--- config.mk ---
export PLATFORM = sky130hd
export DESIGN_NAME = fit_nearest_neighbour_downscaler
export DESIGN_NICKNAME = d
export VERILOG_FILES = /design/src/rtl/fnnd_pkg.sv /design/src/rtl/fnnd_div.sv /design/src/rtl/fnnd_fit.sv /design/src/rtl/fnnd_front.sv /design/src/rtl/fnnd_back.sv /design/src/rtl/fit_nearest_neighbour_downscaler.sv
export SDC_FILE = /design/constraint.sdc
export NUM_CORES = 2
export LEC_CHECK = 0
export BUFFER_PORTS_ARGS = -buffer_cell sky130_fd_sc_hd__buf_2
export CAP_MARGIN = 20
export CORE_MARGIN = 2
export CORE_UTILIZATION = 35
export CTS_CLUSTER_DIAMETER = 200
export DETAILED_ROUTE_END_ITERATION = 16
export HOLD_SLACK_MARGIN = 0.05
export PLACE_DENSITY = 0.61
export RECOVER_POWER = 50
export REMOVE_ABC_BUFFERS = 1
export SYNTH_ARGS = -nofsm -noshare
export SYNTH_HDL_FRONTEND = slang
export SYNTH_SLANG_ARGS = --single-unit
--- constraint.sdc ---
create_clock -name clk -period 7.1 [get_ports clk]
set_input_delay 0.71 -clock clk [delete_from_list [all_inputs] [get_ports clk]]
set_output_delay 0.71 -clock clk [all_outputs]
set_load 0.05 [all_outputs]
--- src/rtl/fnnd_pkg.sv ---
// shared types and constants of the fit-to-window nearest neighbor downscaler
// no dependencies; imported by every module of the block but fnnd_div
`timescale 1ns / 1ps
`default_nettype none

package fnnd_pkg;

	localparam int PIX_W      = 32;
	localparam int COORD_W    = 12;
	localparam int SRC_W_BITS = 12;
	localparam int SRC_H_BITS = 13;
	localparam int WIN_BITS   = 13;
	localparam int APB_AW     = 4;
	localparam int APB_DW     = 32;
	localparam int QDEPTH     = 4;
	localparam int QAW        = 2;

	typedef enum logic [1:0] {
		REG_SRC_W = 2'd0,
		REG_SRC_H = 2'd1,
		REG_WIN_W = 2'd2,
		REG_WIN_H = 2'd3
	} reg_idx_t;

	typedef struct packed {
		logic busy;
		logic acc_load;
	} fit_ctl_t;

endpackage

`default_nettype wire

--- src/rtl/fnnd_div.sv ---
// iterative restoring divider, one quotient bit per cycle
// no package dependencies; used by fnnd_fit
`timescale 1ns / 1ps
`default_nettype none

module fnnd_div #(
	parameter int NW = 26,
	parameter int MW = 13
) (
	input  wire logic          clk,
	input  wire logic          arst_n,
	input  wire logic          start,
	input  wire logic [NW-1:0] dividend,
	input  wire logic [MW-1:0] divisor,
	output logic               done,
	output logic [NW-1:0]      quot,
	output logic [MW-1:0]      rem
);

	localparam int CW = $clog2(NW + 1);

	logic [NW-1:0] num_q;
	logic [MW-1:0] rem_q;
	logic [MW-1:0] div_q;
	logic [CW-1:0] cnt_q;
	logic          run_q;
	logic          done_q;

	logic [MW:0]   trial;
	logic          fits;
	logic [MW-1:0] rem_n;

	always_comb begin
		trial = {rem_q, num_q[NW-1]};
		fits  = trial >= {1'b0, div_q};
		rem_n = fits ? MW'(trial - {1'b0, div_q}) : trial[MW-1:0];
	end

	always_ff @(posedge clk or negedge arst_n) begin
		if (!arst_n) begin
			run_q  <= 1'b0;
			done_q <= 1'b0;
			cnt_q  <= '0;
		end else if (start) begin
			run_q  <= 1'b1;
			done_q <= 1'b0;
			cnt_q  <= CW'(NW);
		end else if (run_q) begin
			cnt_q <= cnt_q - CW'(1);
			if (cnt_q == CW'(1)) begin
				run_q  <= 1'b0;
				done_q <= 1'b1;
			end
		end else begin
			done_q <= 1'b0;
		end
	end

	always_ff @(posedge clk) begin
		if (start) begin
			num_q <= dividend;
			div_q <= divisor;
			rem_q <= '0;
		end else if (run_q) begin
			num_q <= {num_q[NW-2:0], fits};
			rem_q <= rem_n;
		end
	end

	assign done = done_q;
	assign quot = num_q;
	assign rem  = rem_q;

endmodule

`default_nettype wire

--- src/rtl/fnnd_fit.sv ---
// register bank and fit sequencer: drawn sizes, step ratios and offsets
// depends on fnnd_pkg and fnnd_div
`timescale 1ns / 1ps
`default_nettype none

module fnnd_fit import fnnd_pkg::*; #(
	parameter int MAX_SW = 2048,
	parameter int MAX_SH = 4096,
	parameter int MAX_WIN = 4096,
	parameter int WS = 12,
	parameter int HS = 13,
	parameter int WW = 13
) (
	input  wire logic              clk,
	input  wire logic              arst_n,
	input  wire logic              psel,
	input  wire logic              penable,
	input  wire logic              pwrite,
	input  wire logic [APB_AW-1:0] paddr,
	input  wire logic [APB_DW-1:0] pwdata,
	output logic [APB_DW-1:0]      prdata,
	output logic                   pready,
	output fit_ctl_t               ctl,
	output logic [WS-1:0]          eff_sw,
	output logic [HS-1:0]          eff_sh,
	output logic [WS-1:0]          dw,
	output logic [HS-1:0]          dh,
	output logic [WS-1:0]          qx,
	output logic [WS-1:0]          rx,
	output logic [HS-1:0]          qy,
	output logic [HS-1:0]          ry,
	output logic [WW-1:0]          off_x,
	output logic [WW-1:0]          off_y,
	input  wire logic [WS-1:0]     dst_col,
	input  wire logic [HS-1:0]     dst_row,
	output logic [WS-1:0]          acc_qc,
	output logic [WS-1:0]          acc_rc,
	output logic [HS-1:0]          acc_qr,
	output logic [HS-1:0]          acc_rr
);

	localparam int MW0 = (WS > HS) ? WS : HS;
	localparam int MW  = (MW0 > WW) ? MW0 : WW;
	localparam int NW  = 2 * MW;

	typedef enum logic [6:0] {
		S_IDLE   = 7'b0000001,
		S_FIT_H  = 7'b0000010,
		S_FIT_W  = 7'b0000100,
		S_STEP_X = 7'b0001000,
		S_STEP_Y = 7'b0010000,
		S_ACC_X  = 7'b0100000,
		S_ACC_Y  = 7'b1000000
	} seq_state_t;

	seq_state_t state_q;
	logic       run_q;

	logic [SRC_W_BITS-1:0] src_w_q;
	logic [SRC_H_BITS-1:0] src_h_q;
	logic [WIN_BITS-1:0]   win_w_q;
	logic [WIN_BITS-1:0]   win_h_q;

	logic [WS-1:0] w1_q;
	logic [HS-1:0] h1_q;
	logic [WS-1:0] dw_q;
	logic [HS-1:0] dh_q;
	logic [WS-1:0] qx_q;
	logic [WS-1:0] rx_q;
	logic [HS-1:0] qy_q;
	logic [HS-1:0] ry_q;
	logic [WS-1:0] qc_q;
	logic [WS-1:0] rc_q;

	logic [WW-1:0] eff_ww;
	logic [WW-1:0] eff_wh;

	logic          wr_en;
	logic          div_start;
	logic          div_done;
	logic [NW-1:0] div_quot;
	logic [MW-1:0] div_rem;
	logic [MW-1:0] op_a;
	logic [MW-1:0] op_b;
	logic [MW-1:0] op_d;
	logic [NW-1:0] prod;
	logic          ew_big;
	logic          h1_big;
	logic [WS-1:0] w2;
	logic [HS-1:0] h2;
	logic          step_done;

	// saturate sizes to [1, max]
	always_comb begin
		if (src_w_q == '0)
			eff_sw = WS'(1);
		else if (32'(src_w_q) > 32'(MAX_SW))
			eff_sw = WS'(MAX_SW);
		else
			eff_sw = WS'(src_w_q);
		if (src_h_q == '0)
			eff_sh = HS'(1);
		else if (32'(src_h_q) > 32'(MAX_SH))
			eff_sh = HS'(MAX_SH);
		else
			eff_sh = HS'(src_h_q);
		if (win_w_q == '0)
			eff_ww = WW'(1);
		else if (32'(win_w_q) > 32'(MAX_WIN))
			eff_ww = WW'(MAX_WIN);
		else
			eff_ww = WW'(win_w_q);
		if (win_h_q == '0)
			eff_wh = WW'(1);
		else if (32'(win_h_q) > 32'(MAX_WIN))
			eff_wh = WW'(MAX_WIN);
		else
			eff_wh = WW'(win_h_q);
	end

	assign wr_en     = psel & penable & pwrite;
	assign div_start = (state_q != S_IDLE) & ~run_q & ~wr_en;
	assign step_done = run_q & div_done;

	always_comb begin
		op_a = '0;
		op_b = '0;
		op_d = MW'(1);
		unique case (state_q)
			S_IDLE: begin
				op_a = '0;
			end
			S_FIT_H: begin
				op_a = MW'(eff_sh);
				op_b = MW'(eff_ww);
				op_d = MW'(eff_sw);
			end
			S_FIT_W: begin
				op_a = MW'(w1_q);
				op_b = MW'(eff_wh);
				op_d = MW'(h1_q);
			end
			S_STEP_X: begin
				op_a = MW'(eff_sw);
				op_b = MW'(1);
				op_d = MW'(dw_q);
			end
			S_STEP_Y: begin
				op_a = MW'(eff_sh);
				op_b = MW'(1);
				op_d = MW'(dh_q);
			end
			S_ACC_X: begin
				op_a = MW'(dst_col);
				op_b = MW'(eff_sw);
				op_d = MW'(dw_q);
			end
			S_ACC_Y: begin
				op_a = MW'(dst_row);
				op_b = MW'(eff_sh);
				op_d = MW'(dh_q);
			end
			default: begin
				op_a = '0;
			end
		endcase
	end

	assign prod = {{MW{1'b0}}, op_a} * {{MW{1'b0}}, op_b};

	fnnd_div #(
		.NW(NW),
		.MW(MW)
	) u_div (
		.clk      (clk),
		.arst_n   (arst_n),
		.start    (div_start),
		.dividend (prod),
		.divisor  (op_d),
		.done     (div_done),
		.quot     (div_quot),
		.rem      (div_rem)
	);

	always_comb begin
		ew_big = MW'(eff_sw) > MW'(eff_ww);
		h1_big = MW'(h1_q) > MW'(eff_wh);
		w2     = h1_big ? WS'(div_quot) : w1_q;
		h2     = h1_big ? HS'(eff_wh) : h1_q;
	end

	always_ff @(posedge clk or negedge arst_n) begin
		if (!arst_n) begin
			state_q <= S_IDLE;
			run_q   <= 1'b0;
			src_w_q <= SRC_W_BITS'(1);
			src_h_q <= SRC_H_BITS'(1);
			win_w_q <= WIN_BITS'(1);
			win_h_q <= WIN_BITS'(1);
			w1_q    <= WS'(1);
			h1_q    <= HS'(1);
			dw_q    <= WS'(1);
			dh_q    <= HS'(1);
			qx_q    <= WS'(1);
			rx_q    <= '0;
			qy_q    <= HS'(1);
			ry_q    <= '0;
			qc_q    <= '0;
			rc_q    <= '0;
		end else if (wr_en) begin
			unique case (reg_idx_t'(paddr[3:2]))
				REG_SRC_W: src_w_q <= pwdata[SRC_W_BITS-1:0];
				REG_SRC_H: src_h_q <= pwdata[SRC_H_BITS-1:0];
				REG_WIN_W: win_w_q <= pwdata[WIN_BITS-1:0];
				REG_WIN_H: win_h_q <= pwdata[WIN_BITS-1:0];
				default:   src_w_q <= src_w_q;
			endcase
			state_q <= S_FIT_H;
			run_q   <= 1'b0;
		end else begin
			if (div_start)
				run_q <= 1'b1;
			if (step_done) begin
				run_q <= 1'b0;
				unique case (state_q)
					S_FIT_H: begin
						if (ew_big) begin
							h1_q <= HS'(div_quot);
							w1_q <= WS'(eff_ww);
						end else begin
							h1_q <= eff_sh;
							w1_q <= eff_sw;
						end
						state_q <= S_FIT_W;
					end
					S_FIT_W: begin
						dw_q    <= (w2 == '0) ? WS'(1) : w2;
						dh_q    <= (h2 == '0) ? HS'(1) : h2;
						state_q <= S_STEP_X;
					end
					S_STEP_X: begin
						qx_q    <= WS'(div_quot);
						rx_q    <= WS'(div_rem);
						state_q <= S_STEP_Y;
					end
					S_STEP_Y: begin
						qy_q    <= HS'(div_quot);
						ry_q    <= HS'(div_rem);
						state_q <= S_ACC_X;
					end
					S_ACC_X: begin
						qc_q    <= WS'(div_quot);
						rc_q    <= WS'(div_rem);
						state_q <= S_ACC_Y;
					end
					S_ACC_Y: begin
						state_q <= S_IDLE;
					end
					default: begin
						state_q <= S_IDLE;
					end
				endcase
			end
		end
	end

	always_comb begin
		unique case (reg_idx_t'(paddr[3:2]))
			REG_SRC_W: prdata = APB_DW'(src_w_q);
			REG_SRC_H: prdata = APB_DW'(src_h_q);
			REG_WIN_W: prdata = APB_DW'(win_w_q);
			REG_WIN_H: prdata = APB_DW'(win_h_q);
			default:   prdata = '0;
		endcase
	end

	assign pready       = 1'b1;
	assign ctl.busy     = (state_q != S_IDLE);
	assign ctl.acc_load = step_done & (state_q == S_ACC_Y) & ~wr_en;
	assign dw           = dw_q;
	assign dh           = dh_q;
	assign qx           = qx_q;
	assign rx           = rx_q;
	assign qy           = qy_q;
	assign ry           = ry_q;
	assign off_x        = (eff_ww - WW'(dw_q)) >> 1;
	assign off_y        = (eff_wh - WW'(dh_q)) >> 1;
	assign acc_qc       = qc_q;
	assign acc_rc       = rc_q;
	assign acc_qr       = HS'(div_quot);
	assign acc_rr       = HS'(div_rem);

	a_drawn_fits: assert property (@(posedge clk) disable iff (!arst_n)
		(state_q == S_IDLE) |-> (dw_q <= eff_sw) && (dh_q <= eff_sh) &&
			(MW'(dw_q) <= MW'(eff_ww)) && (MW'(dh_q) <= MW'(eff_wh)))
		else $error("drawn size exceeds source or window");

	a_drawn_nonzero: assert property (@(posedge clk) disable iff (!arst_n)
		(state_q == S_IDLE) |-> (dw_q != '0) && (dh_q != '0))
		else $error("drawn size is zero");

endmodule

`default_nettype wire

--- src/rtl/fnnd_front.sv ---
// front end: takes source beats, tracks raster and pick counters, picks pixels
// depends on fnnd_pkg; feeds the result queue in fnnd_back
`timescale 1ns / 1ps
`default_nettype none

module fnnd_front import fnnd_pkg::*; #(
	parameter int WS = 12,
	parameter int HS = 13
) (
	input  wire logic             clk,
	input  wire logic             arst_n,
	input  wire logic             pix_valid,
	output logic                  pix_stall,
	input  wire logic             frame_start,
	input  wire logic [PIX_W-1:0] source_pixel,
	input  wire fit_ctl_t         ctl,
	input  wire logic             q_full,
	input  wire logic [WS-1:0]    eff_sw,
	input  wire logic [HS-1:0]    eff_sh,
	input  wire logic [WS-1:0]    dw,
	input  wire logic [HS-1:0]    dh,
	input  wire logic [WS-1:0]    qx,
	input  wire logic [WS-1:0]    rx,
	input  wire logic [HS-1:0]    qy,
	input  wire logic [HS-1:0]    ry,
	input  wire logic [WS-1:0]    acc_qc,
	input  wire logic [WS-1:0]    acc_rc,
	input  wire logic [HS-1:0]    acc_qr,
	input  wire logic [HS-1:0]    acc_rr,
	output logic [WS-1:0]         dst_col,
	output logic [HS-1:0]         dst_row,
	output logic                  push,
	output logic [PIX_W-1:0]      push_pixel,
	output logic [WS-1:0]         push_col,
	output logic [HS-1:0]         push_row,
	output logic                  push_last
);

	logic [WS-1:0] src_col_q, dst_col_q, npc_q, qc_q, rc_q;
	logic [HS-1:0] src_row_q, dst_row_q, npr_q, qr_q, rr_q;

	logic [WS-1:0] c_src_col, c_dst_col, c_npc, c_qc, c_rc;
	logic [HS-1:0] c_src_row, c_dst_row, c_npr, c_qr, c_rr;

	logic          accept;
	logic          emit;
	logic [WS:0]   col_inc;
	logic [HS:0]   row_inc;
	logic          col_wrap;
	logic          last;
	logic [WS:0]   sum_rc;
	logic          cx;
	logic [WS-1:0] rc_n;
	logic [WS-1:0] qc_n;
	logic [HS:0]   sum_rr;
	logic          cy;
	logic [HS-1:0] rr_n;
	logic [HS-1:0] qr_n;
	logic [WS:0]   src_col_inc;
	logic          src_wrap;
	logic          src_run;

	assign pix_stall = ctl.busy | q_full;
	assign accept    = pix_valid & ~pix_stall;

	always_comb begin
		c_src_col = frame_start ? '0 : src_col_q;
		c_src_row = frame_start ? '0 : src_row_q;
		c_dst_col = frame_start ? '0 : dst_col_q;
		c_dst_row = frame_start ? '0 : dst_row_q;
		c_npc     = frame_start ? '0 : npc_q;
		c_npr     = frame_start ? '0 : npr_q;
		c_qc      = frame_start ? '0 : qc_q;
		c_rc      = frame_start ? '0 : rc_q;
		c_qr      = frame_start ? '0 : qr_q;
		c_rr      = frame_start ? '0 : rr_q;

		emit = (c_dst_row < dh) && (c_src_row < eff_sh) &&
			(c_src_row == c_npr) && (c_src_col == c_npc);

		col_inc  = {1'b0, c_dst_col} + (WS+1)'(1);
		row_inc  = {1'b0, c_dst_row} + (HS+1)'(1);
		col_wrap = col_inc >= {1'b0, dw};
		last     = (row_inc >= {1'b0, dh}) && col_wrap;

		// running quotient and remainder of dst*src/drawn
		sum_rc = {1'b0, c_rc} + {1'b0, rx};
		cx     = sum_rc >= {1'b0, dw};
		rc_n   = cx ? WS'(sum_rc - {1'b0, dw}) : WS'(sum_rc);
		qc_n   = c_qc + qx + WS'(cx);
		sum_rr = {1'b0, c_rr} + {1'b0, ry};
		cy     = sum_rr >= {1'b0, dh};
		rr_n   = cy ? HS'(sum_rr - {1'b0, dh}) : HS'(sum_rr);
		qr_n   = c_qr + qy + HS'(cy);

		src_col_inc = {1'b0, c_src_col} + (WS+1)'(1);
		src_wrap    = src_col_inc >= {1'b0, eff_sw};
		src_run     = c_src_row < eff_sh;
	end

	always_ff @(posedge clk or negedge arst_n) begin
		if (!arst_n) begin
			src_col_q <= '0;
			src_row_q <= '0;
			dst_col_q <= '0;
			dst_row_q <= '0;
			npc_q     <= '0;
			npr_q     <= '0;
			qc_q      <= '0;
			rc_q      <= '0;
			qr_q      <= '0;
			rr_q      <= '0;
		end else if (ctl.acc_load) begin
			qc_q <= acc_qc;
			rc_q <= acc_rc;
			qr_q <= acc_qr;
			rr_q <= acc_rr;
		end else if (accept) begin
			src_col_q <= c_src_col;
			src_row_q <= c_src_row;
			dst_col_q <= c_dst_col;
			dst_row_q <= c_dst_row;
			npc_q     <= c_npc;
			npr_q     <= c_npr;
			qc_q      <= c_qc;
			rc_q      <= c_rc;
			qr_q      <= c_qr;
			rr_q      <= c_rr;
			if (src_run) begin
				if (src_wrap) begin
					src_col_q <= '0;
					src_row_q <= c_src_row + HS'(1);
				end else begin
					src_col_q <= WS'(src_col_inc);
				end
			end
			if (emit) begin
				if (col_wrap) begin
					dst_col_q <= '0;
					dst_row_q <= HS'(row_inc);
					npc_q     <= '0;
					qc_q      <= '0;
					rc_q      <= '0;
					qr_q      <= qr_n;
					rr_q      <= rr_n;
					npr_q     <= qr_n;
				end else begin
					dst_col_q <= WS'(col_inc);
					qc_q      <= qc_n;
					rc_q      <= rc_n;
					npc_q     <= qc_n;
				end
			end
		end
	end

	assign dst_col    = dst_col_q;
	assign dst_row    = dst_row_q;
	assign push       = accept & emit;
	assign push_pixel = source_pixel;
	assign push_col   = c_dst_col;
	assign push_row   = c_dst_row;
	assign push_last  = last;

	a_rem_bounded: assert property (@(posedge clk) disable iff (!arst_n)
		!ctl.busy |-> (rc_q < dw) && (rr_q < dh))
		else $error("pick remainder out of range");

	a_no_take_busy: assert property (@(posedge clk) disable iff (!arst_n)
		ctl.acc_load |-> !push && ctl.busy)
		else $error("pick reload collides with a beat");

	a_row_bound: assert property (@(posedge clk) disable iff (!arst_n)
		push |=> (dst_row_q <= dh))
		else $error("output row ran past drawn height");

endmodule

`default_nettype wire

--- src/rtl/fnnd_back.sv ---
// back end: short result queue and window coordinate formatting
// depends on fnnd_pkg; fed by fnnd_front, drives the result channel
`timescale 1ns / 1ps
`default_nettype none

module fnnd_back import fnnd_pkg::*; #(
	parameter int WS = 12,
	parameter int HS = 13,
	parameter int WW = 13
) (
	input  wire logic             clk,
	input  wire logic             arst_n,
	input  wire logic             push,
	input  wire logic [PIX_W-1:0] push_pixel,
	input  wire logic [WS-1:0]    push_col,
	input  wire logic [HS-1:0]    push_row,
	input  wire logic             push_last,
	output logic                  full,
	input  wire logic [WW-1:0]    off_x,
	input  wire logic [WW-1:0]    off_y,
	output logic                  out_valid,
	input  wire logic             out_stall,
	output logic [PIX_W-1:0]      out_pixel,
	output logic [COORD_W-1:0]    out_x,
	output logic [COORD_W-1:0]    out_y,
	output logic                  frame_last
);

	localparam int XW0 = ((WW > WS) ? WW : WS) + 1;
	localparam int XW  = (XW0 > COORD_W) ? XW0 : COORD_W;
	localparam int YW0 = ((WW > HS) ? WW : HS) + 1;
	localparam int YW  = (YW0 > COORD_W) ? YW0 : COORD_W;

	logic [PIX_W-1:0] pix_q  [QDEPTH];
	logic [WS-1:0]    col_q  [QDEPTH];
	logic [HS-1:0]    row_q  [QDEPTH];
	logic             last_q [QDEPTH];

	logic [QAW-1:0]   wr_q;
	logic [QAW-1:0]   rd_q;
	logic [QAW:0]     count_q;
	logic             pop;
	logic [XW-1:0]    sum_x;
	logic [YW-1:0]    sum_y;

	assign full      = (count_q == (QAW+1)'(QDEPTH));
	assign out_valid = (count_q != '0);
	assign pop       = out_valid & ~out_stall;

	always_ff @(posedge clk or negedge arst_n) begin
		if (!arst_n) begin
			wr_q    <= '0;
			rd_q    <= '0;
			count_q <= '0;
		end else begin
			if (push)
				wr_q <= wr_q + QAW'(1);
			if (pop)
				rd_q <= rd_q + QAW'(1);
			if (push && !pop)
				count_q <= count_q + (QAW+1)'(1);
			else if (pop && !push)
				count_q <= count_q - (QAW+1)'(1);
		end
	end

	always_ff @(posedge clk) begin
		if (push) begin
			pix_q[wr_q]  <= push_pixel;
			col_q[wr_q]  <= push_col;
			row_q[wr_q]  <= push_row;
			last_q[wr_q] <= push_last;
		end
	end

	// centring offset plus scaled position, wrapped to the coordinate width
	always_comb begin
		sum_x = XW'(off_x) + XW'(col_q[rd_q]);
		sum_y = YW'(off_y) + YW'(row_q[rd_q]);
	end

	assign out_pixel  = pix_q[rd_q];
	assign out_x      = sum_x[COORD_W-1:0];
	assign out_y      = sum_y[COORD_W-1:0];
	assign frame_last = last_q[rd_q];

	a_no_overflow: assert property (@(posedge clk) disable iff (!arst_n)
		push |-> !full)
		else $error("beat pushed into a full queue");

	a_count_bound: assert property (@(posedge clk) disable iff (!arst_n)
		count_q <= (QAW+1)'(QDEPTH))
		else $error("queue count out of range");

	a_count_track: assert property (@(posedge clk) disable iff (!arst_n)
		(push && !pop) |=> (count_q == $past(count_q) + (QAW+1)'(1)))
		else $error("queue count missed a push");

endmodule

`default_nettype wire

--- src/rtl/fit_nearest_neighbour_downscaler.sv ---
// top level of the fit-to-window nearest neighbor downscaler
// depends on fnnd_pkg, fnnd_fit, fnnd_front and fnnd_back
`timescale 1ns / 1ps
`default_nettype none

// Source pixels enter in raster order, one beat per clock unless stalled, and
// each beat yields zero or one result beat with the picked pixel, its centred
// window coordinates and a last-of-frame flag. In steady state the block
// takes one beat per clock; the front end decides each pick with a single add
// and compare on running quotient/remainder pairs, and a four-entry queue in
// front of the result port lets the input keep flowing while a result waits.
// After every register write the fit unit recomputes the drawn sizes, the
// per-pixel step ratios and the pick positions through six passes of one
// bit-serial divider; pix_stall is high until the fit unit is idle again.
// A beat with frame_start high restarts all counters.
module fit_nearest_neighbour_downscaler import fnnd_pkg::*; #(
	parameter int MAX_SOURCE_WIDTH = 2048,
	parameter int MAX_SOURCE_HEIGHT = 4096,
	parameter int MAX_WINDOW_SIZE = 4096
) (
	input  wire logic              clk,
	input  wire logic              arst_n,
	input  wire logic              psel,
	input  wire logic              penable,
	input  wire logic              pwrite,
	input  wire logic [APB_AW-1:0] paddr,
	input  wire logic [APB_DW-1:0] pwdata,
	output logic [APB_DW-1:0]      prdata,
	output logic                   pready,
	input  wire logic              pix_valid,
	output logic                   pix_stall,
	input  wire logic              frame_start,
	input  wire logic [PIX_W-1:0]  source_pixel,
	output logic                   out_valid,
	input  wire logic              out_stall,
	output logic [PIX_W-1:0]       out_pixel,
	output logic [COORD_W-1:0]     out_x,
	output logic [COORD_W-1:0]     out_y,
	output logic                   frame_last
);

	localparam int WS = $clog2(MAX_SOURCE_WIDTH + 1);
	localparam int HS = $clog2(MAX_SOURCE_HEIGHT + 1);
	localparam int WW = $clog2(MAX_WINDOW_SIZE + 1);

	fit_ctl_t         ctl;
	logic [WS-1:0]    eff_sw;
	logic [HS-1:0]    eff_sh;
	logic [WS-1:0]    dw;
	logic [HS-1:0]    dh;
	logic [WS-1:0]    qx;
	logic [WS-1:0]    rx;
	logic [HS-1:0]    qy;
	logic [HS-1:0]    ry;
	logic [WW-1:0]    off_x;
	logic [WW-1:0]    off_y;
	logic [WS-1:0]    dst_col;
	logic [HS-1:0]    dst_row;
	logic [WS-1:0]    acc_qc;
	logic [WS-1:0]    acc_rc;
	logic [HS-1:0]    acc_qr;
	logic [HS-1:0]    acc_rr;
	logic             q_full;
	logic             push;
	logic [PIX_W-1:0] push_pixel;
	logic [WS-1:0]    push_col;
	logic [HS-1:0]    push_row;
	logic             push_last;

	fnnd_fit #(
		.MAX_SW  (MAX_SOURCE_WIDTH),
		.MAX_SH  (MAX_SOURCE_HEIGHT),
		.MAX_WIN (MAX_WINDOW_SIZE),
		.WS      (WS),
		.HS      (HS),
		.WW      (WW)
	) u_fit (
		.clk     (clk),
		.arst_n  (arst_n),
		.psel    (psel),
		.penable (penable),
		.pwrite  (pwrite),
		.paddr   (paddr),
		.pwdata  (pwdata),
		.prdata  (prdata),
		.pready  (pready),
		.ctl     (ctl),
		.eff_sw  (eff_sw),
		.eff_sh  (eff_sh),
		.dw      (dw),
		.dh      (dh),
		.qx      (qx),
		.rx      (rx),
		.qy      (qy),
		.ry      (ry),
		.off_x   (off_x),
		.off_y   (off_y),
		.dst_col (dst_col),
		.dst_row (dst_row),
		.acc_qc  (acc_qc),
		.acc_rc  (acc_rc),
		.acc_qr  (acc_qr),
		.acc_rr  (acc_rr)
	);

	fnnd_front #(
		.WS (WS),
		.HS (HS)
	) u_front (
		.clk          (clk),
		.arst_n       (arst_n),
		.pix_valid    (pix_valid),
		.pix_stall    (pix_stall),
		.frame_start  (frame_start),
		.source_pixel (source_pixel),
		.ctl          (ctl),
		.q_full       (q_full),
		.eff_sw       (eff_sw),
		.eff_sh       (eff_sh),
		.dw           (dw),
		.dh           (dh),
		.qx           (qx),
		.rx           (rx),
		.qy           (qy),
		.ry           (ry),
		.acc_qc       (acc_qc),
		.acc_rc       (acc_rc),
		.acc_qr       (acc_qr),
		.acc_rr       (acc_rr),
		.dst_col      (dst_col),
		.dst_row      (dst_row),
		.push         (push),
		.push_pixel   (push_pixel),
		.push_col     (push_col),
		.push_row     (push_row),
		.push_last    (push_last)
	);

	fnnd_back #(
		.WS (WS),
		.HS (HS),
		.WW (WW)
	) u_back (
		.clk        (clk),
		.arst_n     (arst_n),
		.push       (push),
		.push_pixel (push_pixel),
		.push_col   (push_col),
		.push_row   (push_row),
		.push_last  (push_last),
		.full       (q_full),
		.off_x      (off_x),
		.off_y      (off_y),
		.out_valid  (out_valid),
		.out_stall  (out_stall),
		.out_pixel  (out_pixel),
		.out_x      (out_x),
		.out_y      (out_y),
		.frame_last (frame_last)
	);

endmodule

`default_nettype wire

==> Yosys cells after proc, flatten, opt, wreduce, memory -nomap -nowiden <==
Memories as Yosys holds them, arrays and structs flattened.
Index checks and enable logic that the tools add are counted.
{ "totals": {"regBits": 374, "latchBits": 0, "ramBits": 232, "romBits": 0, "input_bits": 76, "output_inout_bits": 92, "word_cells": 220, "n_memories": 4} }
{ "memory_table": {"columns": ["name", "depth", "word_bits", "read_ports", "rd_ports_with_merged_regs", "write_ports", "line_no", "source"], "rows": [
  ["u_back.pix_q", 4, 32, 1, 0, 1, "fnnd_back.sv:34", "logic [PIX_W-1:0] pix_q [QDEPTH];"],
  ["u_back.row_q", 4, 13, 1, 0, 1, "fnnd_back.sv:36", "logic [HS-1:0] row_q [QDEPTH];"],
  ["u_back.col_q", 4, 12, 1, 0, 1, "fnnd_back.sv:35", "logic [WS-1:0] col_q [QDEPTH];"],
  ["u_back.last_q", 4, 1, 1, 0, 1, "fnnd_back.sv:37", "logic last_q [QDEPTH];"]
]} }
{ "classes": {"addsub": 22, "multipliers": 1, "div": 0, "order_cmp": 14, "eq_ne": 15, "n_shift": 0, "muxes": 78, "bitwise_logic": 16, "n_reduce_logical": 35} }
{ "ops": {"columns": ["op", "count"], "rows": [
  ["$mux 13", 30],
  ["$mux 12", 24],
  ["$pmux 13 s5", 2],
  ["$pmux 32 s4", 1],
  ["$logic_not 13->1", 4],
  ["$mux 26", 2],
  ["$pmux 13 s4", 1],
  ["$ge 14x13->1", 3],
  ["$ge 13x12->1", 3],
  ["$gt 13x13->1 const B", 3],
  ["$sub 13x13->13", 3],
  ["$add 12x12->12", 3],
  ["$pmux 7 s5", 1],
  ["$add 12x1->13 const B", 2],
  ["$lt 13x13->1", 2],
  ["$mul 13x13->26", 1],
  ["$logic_not 12->1", 2],
  ["$reduce_and 3->1", 5],
  ["$add 13x1->14 const B", 1],
  ["$add 13x13->14", 1],
  ["$mux 7", 2],
  ["$add 12x12->13", 1],
  ["$add 13x1->13", 1],
  ["$add 13x1->13 const B", 1],
  ["38 further kinds", 82]
]} }

==> Depth between registers and ports, before layout <==
{ "depth": {"depth_word": 12, "depth_mapped": 32, "depth_no_buf": 27} }

==> Modules after synthesis <==
Synthesis repeated with hierarchy kept, for this count alone.
{ "hier_totals": {"hier_cells": 3929, "hier_area_um2": 41524.8} }
{ "by_module_without_submodules": {"columns": ["mod", "instances", "cells_per_inst", "area_each_um2", "seq_area_each_um2"], "rows": [
  ["fnnd_fit", 1, 1791, 16872.4, 4593.2],
  ["fnnd_front", 1, 1422, 11949.0, 3128.0],
  ["fnnd_back", 1, 451, 9616.7, 7021.7],
  ["fnnd_div", 1, 265, 3086.7, 1606.5]
]} }

==> Worst setup path after synthesis <==
No wires, ideal clock.
{ "synth_path": {"path_type": "input to register", "startpoint": "input port frame_start", "endpoint": "register u_front.qr_q[8]", "setup_time_ns": 0.126, "t_arrival_ns": 7.914, "required_time_ns": 6.974, "slack_ns": -0.940, "path_stages": 31, "n_path_buf": 7, "path_cell_list": "buf_2 -> buf_1 -> buf_1 -> clkbuf_1 -> clkbuf_1 -> buf_1 -> nor2_1 -> ha_1 -> a211oi_1 -> o21ai_0 -> a2111oi_0 -> nor2_1 -> xor2_1 -> ha_1 -> a21o_1 -> a21oi_1 -> o31a_1 -> a221oi_1 -> o21ai_0 -> nand3_1 -> buf_2 -> fa_1 -> fa_1 -> a21o_1 -> a21o_1 -> a2111oi_0 -> nor2_1 -> a21oi_1 -> xnor2_1 -> and3_1 -> a221o_1"} }
{ "synth_via": {"elab_chain_cells": 8, "word_cells_on_any_way": 25, "classes_between": "add/sub: 4; order compare: 4; eq/ne: 2; mux: 12; reduce/logical: 3"} }
{ "synth_rtl": {"columns": ["element", "line_no", "source"], "rows": [
  ["start, declared", "fit_nearest_neighbour_downscaler.sv:32", "input wire logic frame_start,"],
  ["$mux 13, on equally long branches", "fnnd_front.sv:76, fnnd_front.sv:68, fnnd_front.sv:70", null],
  ["$add 13x13->14 / $lt 13x13->1 (equally long branches)", "fnnd_front.sv:91, fnnd_front.sv:78", null],
  ["$ge 14x13->1 / $logic_and 1x1->1 (equally long branches)", "fnnd_front.sv:92, fnnd_front.sv:78", null],
  ["$add 13x1->13 / $logic_and 1x1->1 (equally long branches)", "fnnd_front.sv:94, fnnd_front.sv:78", null],
  ["$mux 13 / $logic_and 1x1->1 (equally long branches)", "fnnd_front.sv:138, fnnd_front.sv:79", null],
  ["$mux 13 (*)", "fnnd_front.sv:137", "if (emit) begin"],
  ["$mux 13 (*)", "fnnd_front.sv:118", "end else if (accept) begin"],
  ["$mux 13 (*)", "fnnd_front.sv:113", "end else if (ctl.acc_load) begin"],
  ["end signal, assigned", "fnnd_front.sv:116", "qr_q <= acc_qr;"],
  ["end signal, assigned", "fnnd_front.sv:127", "qr_q <= c_qr;"],
  ["end signal, assigned", "fnnd_front.sv:144", "qr_q <= qr_n;"],
  ["end, declared", "fnnd_front.sv:40", "logic [HS-1:0] src_row_q, dst_row_q, npr_q, qr_q, rr_q;"]
]} }
Mark *: on every way between the ends. The rest lies on a longest branch, timed or not. The select of a mux whose other input is x is not followed.
A chain may end at the register's enable or synchronous reset.

==> Worst setup path after layout <==
{ "layout_path": {"startpoint": "register u_fit.state_q[4]", "endpoint": "register u_fit.u_div.num_q[24] (netlist: u_fit.u_div.quot[24]), data pin"} }
{ "layout_via": {"elab_chain_cells": 5, "word_cells_on_any_way": 15, "classes_between": "mul: 1; eq/ne: 7; mux: 3; bitwise: 2; reduce/logical: 2"} }
{ "layout_rtl": {"columns": ["element", "line_no", "source"], "rows": [
  ["start, declared", "fnnd_fit.sv:56", "seq_state_t state_q;"],
  ["start signal, assigned", "fnnd_fit.sv:194", "state_q <= S_IDLE;"],
  ["start signal, assigned", "fnnd_fit.sv:218", "state_q <= S_FIT_H;"],
  ["start signal, assigned", "fnnd_fit.sv:234", "state_q <= S_FIT_W;"],
  ["$eq 7x2->1, or another cell as far along", "fnnd_fit.sv:129", "unique case (state_q)"],
  ["$reduce_or 2->1 (no source line)", null, null],
  ["$pmux 13 s5", "fnnd_fit.sv:129", null],
  ["$mul 13x13->26", "fnnd_fit.sv:169", "assign prod = {{MW{1'b0}}, op_a} * {{MW{1'b0}}, op_b};"],
  ["$mux 26 (*)", "fnnd_div.sv:60", "if (start) begin"],
  ["end signal, assigned", "fnnd_div.sv:61", "num_q <= dividend;"],
  ["end signal, assigned", "fnnd_div.sv:65", "num_q <= {num_q[NW-2:0], fits};"],
  ["end, declared", "fnnd_div.sv:22", "logic [NW-1:0] num_q;"]
]} }
Mark *: on every way between the ends. The rest lies on a longest branch, timed or not.

==> results.json <==
{
  "grt_pass1_wl_mm": 187,
  "crit_type": "register to register",
  "worst_slew_pin_slew_ns": 6.23,
  "startpoint_type": "register",
  "antenna_found_initial": 2,
  "pre_cts_ws_ns": -0.317,
  "grt_usage_pct": 20.7,
  "clock-sinks": 602,
  "grt_pass1_vias": 30327,
  "hold_slack_ns": 0.322,
  "die-area_um2": 118000,
  "cp_slowest_stage_delay_ns": 0.58,
  "crit_family": "adder cells",
  "crit_slowest_cell": "fa_1",
  "vias_per_cell": 5.43,
  "crit_arrival_ns": 7.48,
  "maxSlewHeadroom_pct": -316,
  "yosysWarnings": 0,
  "cp-startpoint": "u_fit.state_q[4]",
  "fmax_mhz": 140,
  "fp.dieH_um": 343,
  "yosys-top-cells-area": "edfxtp_1, dfrtp_1, ha_1, fa_1, mux4_2",
  "final_cell_mix": "inv_1, dfrtp_1, nand2_1, ha_1, edfxtp_1",
  "status": "finished with violations",
  "rsz0062_at_grt": "yes",
  "wirelength_mm": 123,
  "ant_nets": 0,
  "clock_latency_ns": 0.66,
  "holdBufCountCts": 0,
  "io_buffers": 126,
  "holdPathEnd": "u_back.pix_q[0][18]",
  "coreArea_um2": 114000,
  "cts_tree": "built",
  "power_leakage_nw": 20.8,
  "syn_inst": 3771,
  "cts_buffers": 69,
  "syn_area_um2": 40300,
  "drive_above_1_share_pct": 20.0,
  "num_io_pins": 168,
  "violations": "max-capacitance violations, max-slew violations, negative setup slack",
  "min_from": "source_pixel[18]",
  "ys.flop_type": "dfrtp_1",
  "synthArstFlopShare_pct": 53.5,
  "crit_path_max_fanout": 7,
  "fillers": 11024,
  "wl_per_cell_um": 21.7,
  "place_hpwl_mm": 92.2,
  "yosysUniqueCellTypes": 102,
  "drcViolationCount": 0,
  "hold_viol_final": 0,
  "die_x_um": 343,
  "cpMostUsedCell": "fa_1",
  "rows": 124,
  "min_period_over_period_pct": 101,
  "finalSetupViolCount": 4,
  "start_util_pct": 35.3,
  "synth-edff-count": 267,
  "fin_ws_ns": -0.0360,
  "rr_worst_depth": 27,
  "path_buf_inv": 8,
  "syn_to_final_growth_pct": 17.9,
  "synth_area_per_cell_um2": 10.7,
  "slew_viol_final": 242,
  "holdPathStages": 1,
  "drv_cap": 5,
  "layout_commonest_cell": "inv_1",
  "rr_endpoint": "u_fit.u_div.quot[24]",
  "yosysTopAreaCell": "edfxtp_1",
  "drtIter0Drc": 2482,
  "firstDrtPassIters": 8,
  "powerDensity_nw_per_um2": 434,
  "hp-class": "primary input to register",
  "crit-reg2reg-launch": "u_fit.state_q[4]",
  "cts-root-buf": "clkbuf_16",
  "nets": 4610,
  "cts_buffer_depth": 3,
  "ys_seq_area_share_pct": 40.6,
  "cp-end-kind": "register",
  "dp_cells": 5513,
  "finalClockSkew_ns": 0.0592,
  "gp_congestion": 0.947,
  "critical_path_required_ns": 7.45,
  "rrSetupSlack_ns": -0.04,
  "ys_ff_latch": 602,
  "grt_max_degree": 150,
  "clk_pin_slew_ns": 0.07,
  "fin_setup_tns_ns": -0.108,
  "peakVddDrop_v": 0.000832,
  "period_needed_ns": 7.14,
  "synth_top_area_share_pct": 19.9,
  "fin_cells": 5669,
  "htreeDepth": 3,
  "overflow": 0,
  "vias": 30763
}
==> synth_stat cells, drive strengths merged (15+ instances only) <==
| cell | instances |
|---|---|
| nand2b | 31 |
| a22o | 37 |
| o21bai | 15 |
| nand3 | 53 |
| nor4 | 25 |
| and3 | 38 |
| a221oi | 19 |
| dfrtp | 311 |
| nor2b | 119 |
| fa | 135 |
| mux2 | 126 |
| o211ai | 20 |
| mux2i | 66 |
| and2 | 18 |
| inv | 340 |
| o221ai | 18 |
| nand4 | 30 |
| a21o | 69 |
| mux4 | 69 |
| ha | 297 |
| o21a | 27 |
| edfxtp | 267 |
| or3 | 27 |
| clkbuf | 86 |
| nor3 | 67 |
| nor2 | 254 |
| xnor2 | 106 |
| a31oi | 33 |
| a211oi | 18 |
| a221o | 36 |
| a21oi | 197 |
| o21ai | 164 |
| xor2 | 82 |
| nand2 | 310 |
| buf | 74 |
==> worst reg2reg max path, stage by stage (launching register included) <==
cell and delay, ns:
dfrtp_1 0.42, or4_4 0.51, buf_6 0.14, nor4b_4 0.30, buf_6 0.23, buf_12 0.13
buf_6 0.09, buf_4 0.11, nand2_2 0.06, o21ai_4 0.14, nand2_2 0.10, fa_1 0.53
inv_2 0.04, fa_1 0.48, fa_1 0.53, fa_1 0.58, inv_1 0.06, fa_1 0.53
inv_2 0.05, ha_4 0.26, nand4_1 0.17, or2_4 0.28, or4_4 0.54, o221ai_4 0.10
o41ai_4 0.09, o21ai_1 0.17, xnor2_1 0.13, o21ai_1 0.07
==> cell families (layout without fill, tap and decap cells) <==
family          count (synthesis)  count (layout)  synth area share, %
simple gates                 1018            1018                 12.5
other cells                     2              21               0.0187
compound gates                765             765                 12.8
fa+ha+maj                     432             432                 15.9
buf+inv                       502             869                 5.02
xor+xnor                      189             189                 4.15
mux                           261             261                 9.03
flops                         602             602                 40.6
==> metal layers <==
metal	GRT usage, %	up-vias	part of all wire [%]
met3	3.61	219	6.8
li1	-	14139	-
met1	28.2	15409	43
met5	0	-	0.011
met4	6.33	2	3.4
met2	33.4	994	47
==> layout make-up <==
type | count | area [um2] | share of cell area (%)
antenna | 1 | 2.50 | 0.00527
clock buffer | 89 | 1860 | 3.92
clock inverter | 36 | 472 | 0.994
inverter | 342 | 1280 | 2.71
multi-input combinational | 2685 | 22700 | 47.7
sequential | 602 | 16400 | 34.5
tap | 1512 | 1890 | 3.99
timing repair buffer | 402 | 2940 | 6.20
==> how the worst max path moves through the flow <==
stage | slack [ns] | cells past startpoint | to
2_1_floorplan | -1.05 | 21 | u_fit.u_div.quot[25]
3_3_place_gp | -0.31 | 24 | u_fit.u_div.quot[24]
3_5_place_dp | -0.32 | 23 | u_fit.u_div.quot[24]
4_1_cts | 0.001 | 28 | u_fit.u_div.quot[22]
5_1_grt | -0.30 | 31 | u_fit.u_div.quot[23]
6_report | -0.04 | 27 | u_fit.u_div.quot[24]
==> metrics by stage <==
| step | utilization, % | power (mW) | cell area, um2 |
|---|---|---|---|
| after global routing | 41.6 | 21.9 | 47500 |
| after CTS | 41.1 | 20.4 | 46900 |
| final | 41.6 | 20.6 | 47500 |
| after floorplan | - | 12.8 | 39600 |
| after detailed placement | 38.7 | 16.5 | 44200 |
| after global placement | 38.7 | 16.4 | 44200 |
==> sequential cells by signal (all words and copies together) (netlist names), 26 cells and up <==
| signal | count |
|---|---|
| u_back.row_q | 48 |
| u_back.col_q | 48 |
| u_fit.u_div.quot | 26 |
| u_back.pix_q | 128 |
==> where the power goes <==
group	leakage (nW)	internal (mW)	switching, mW	total (mW)
combinational	13.1	4.47	7.59	12.1
sequential	6.61	4.14	0.748	4.89
clock	1.13	2.08	1.59	3.67
total	20.8	10.7	9.93	20.6
==> timing repair <==
action	CTS	global route
endpoints found under the setup margin	10	13
pin swaps	33	53
resized for setup	60	97
buffers inserted	16	13
No activity file was read; power rests on OpenSTA's default activity.
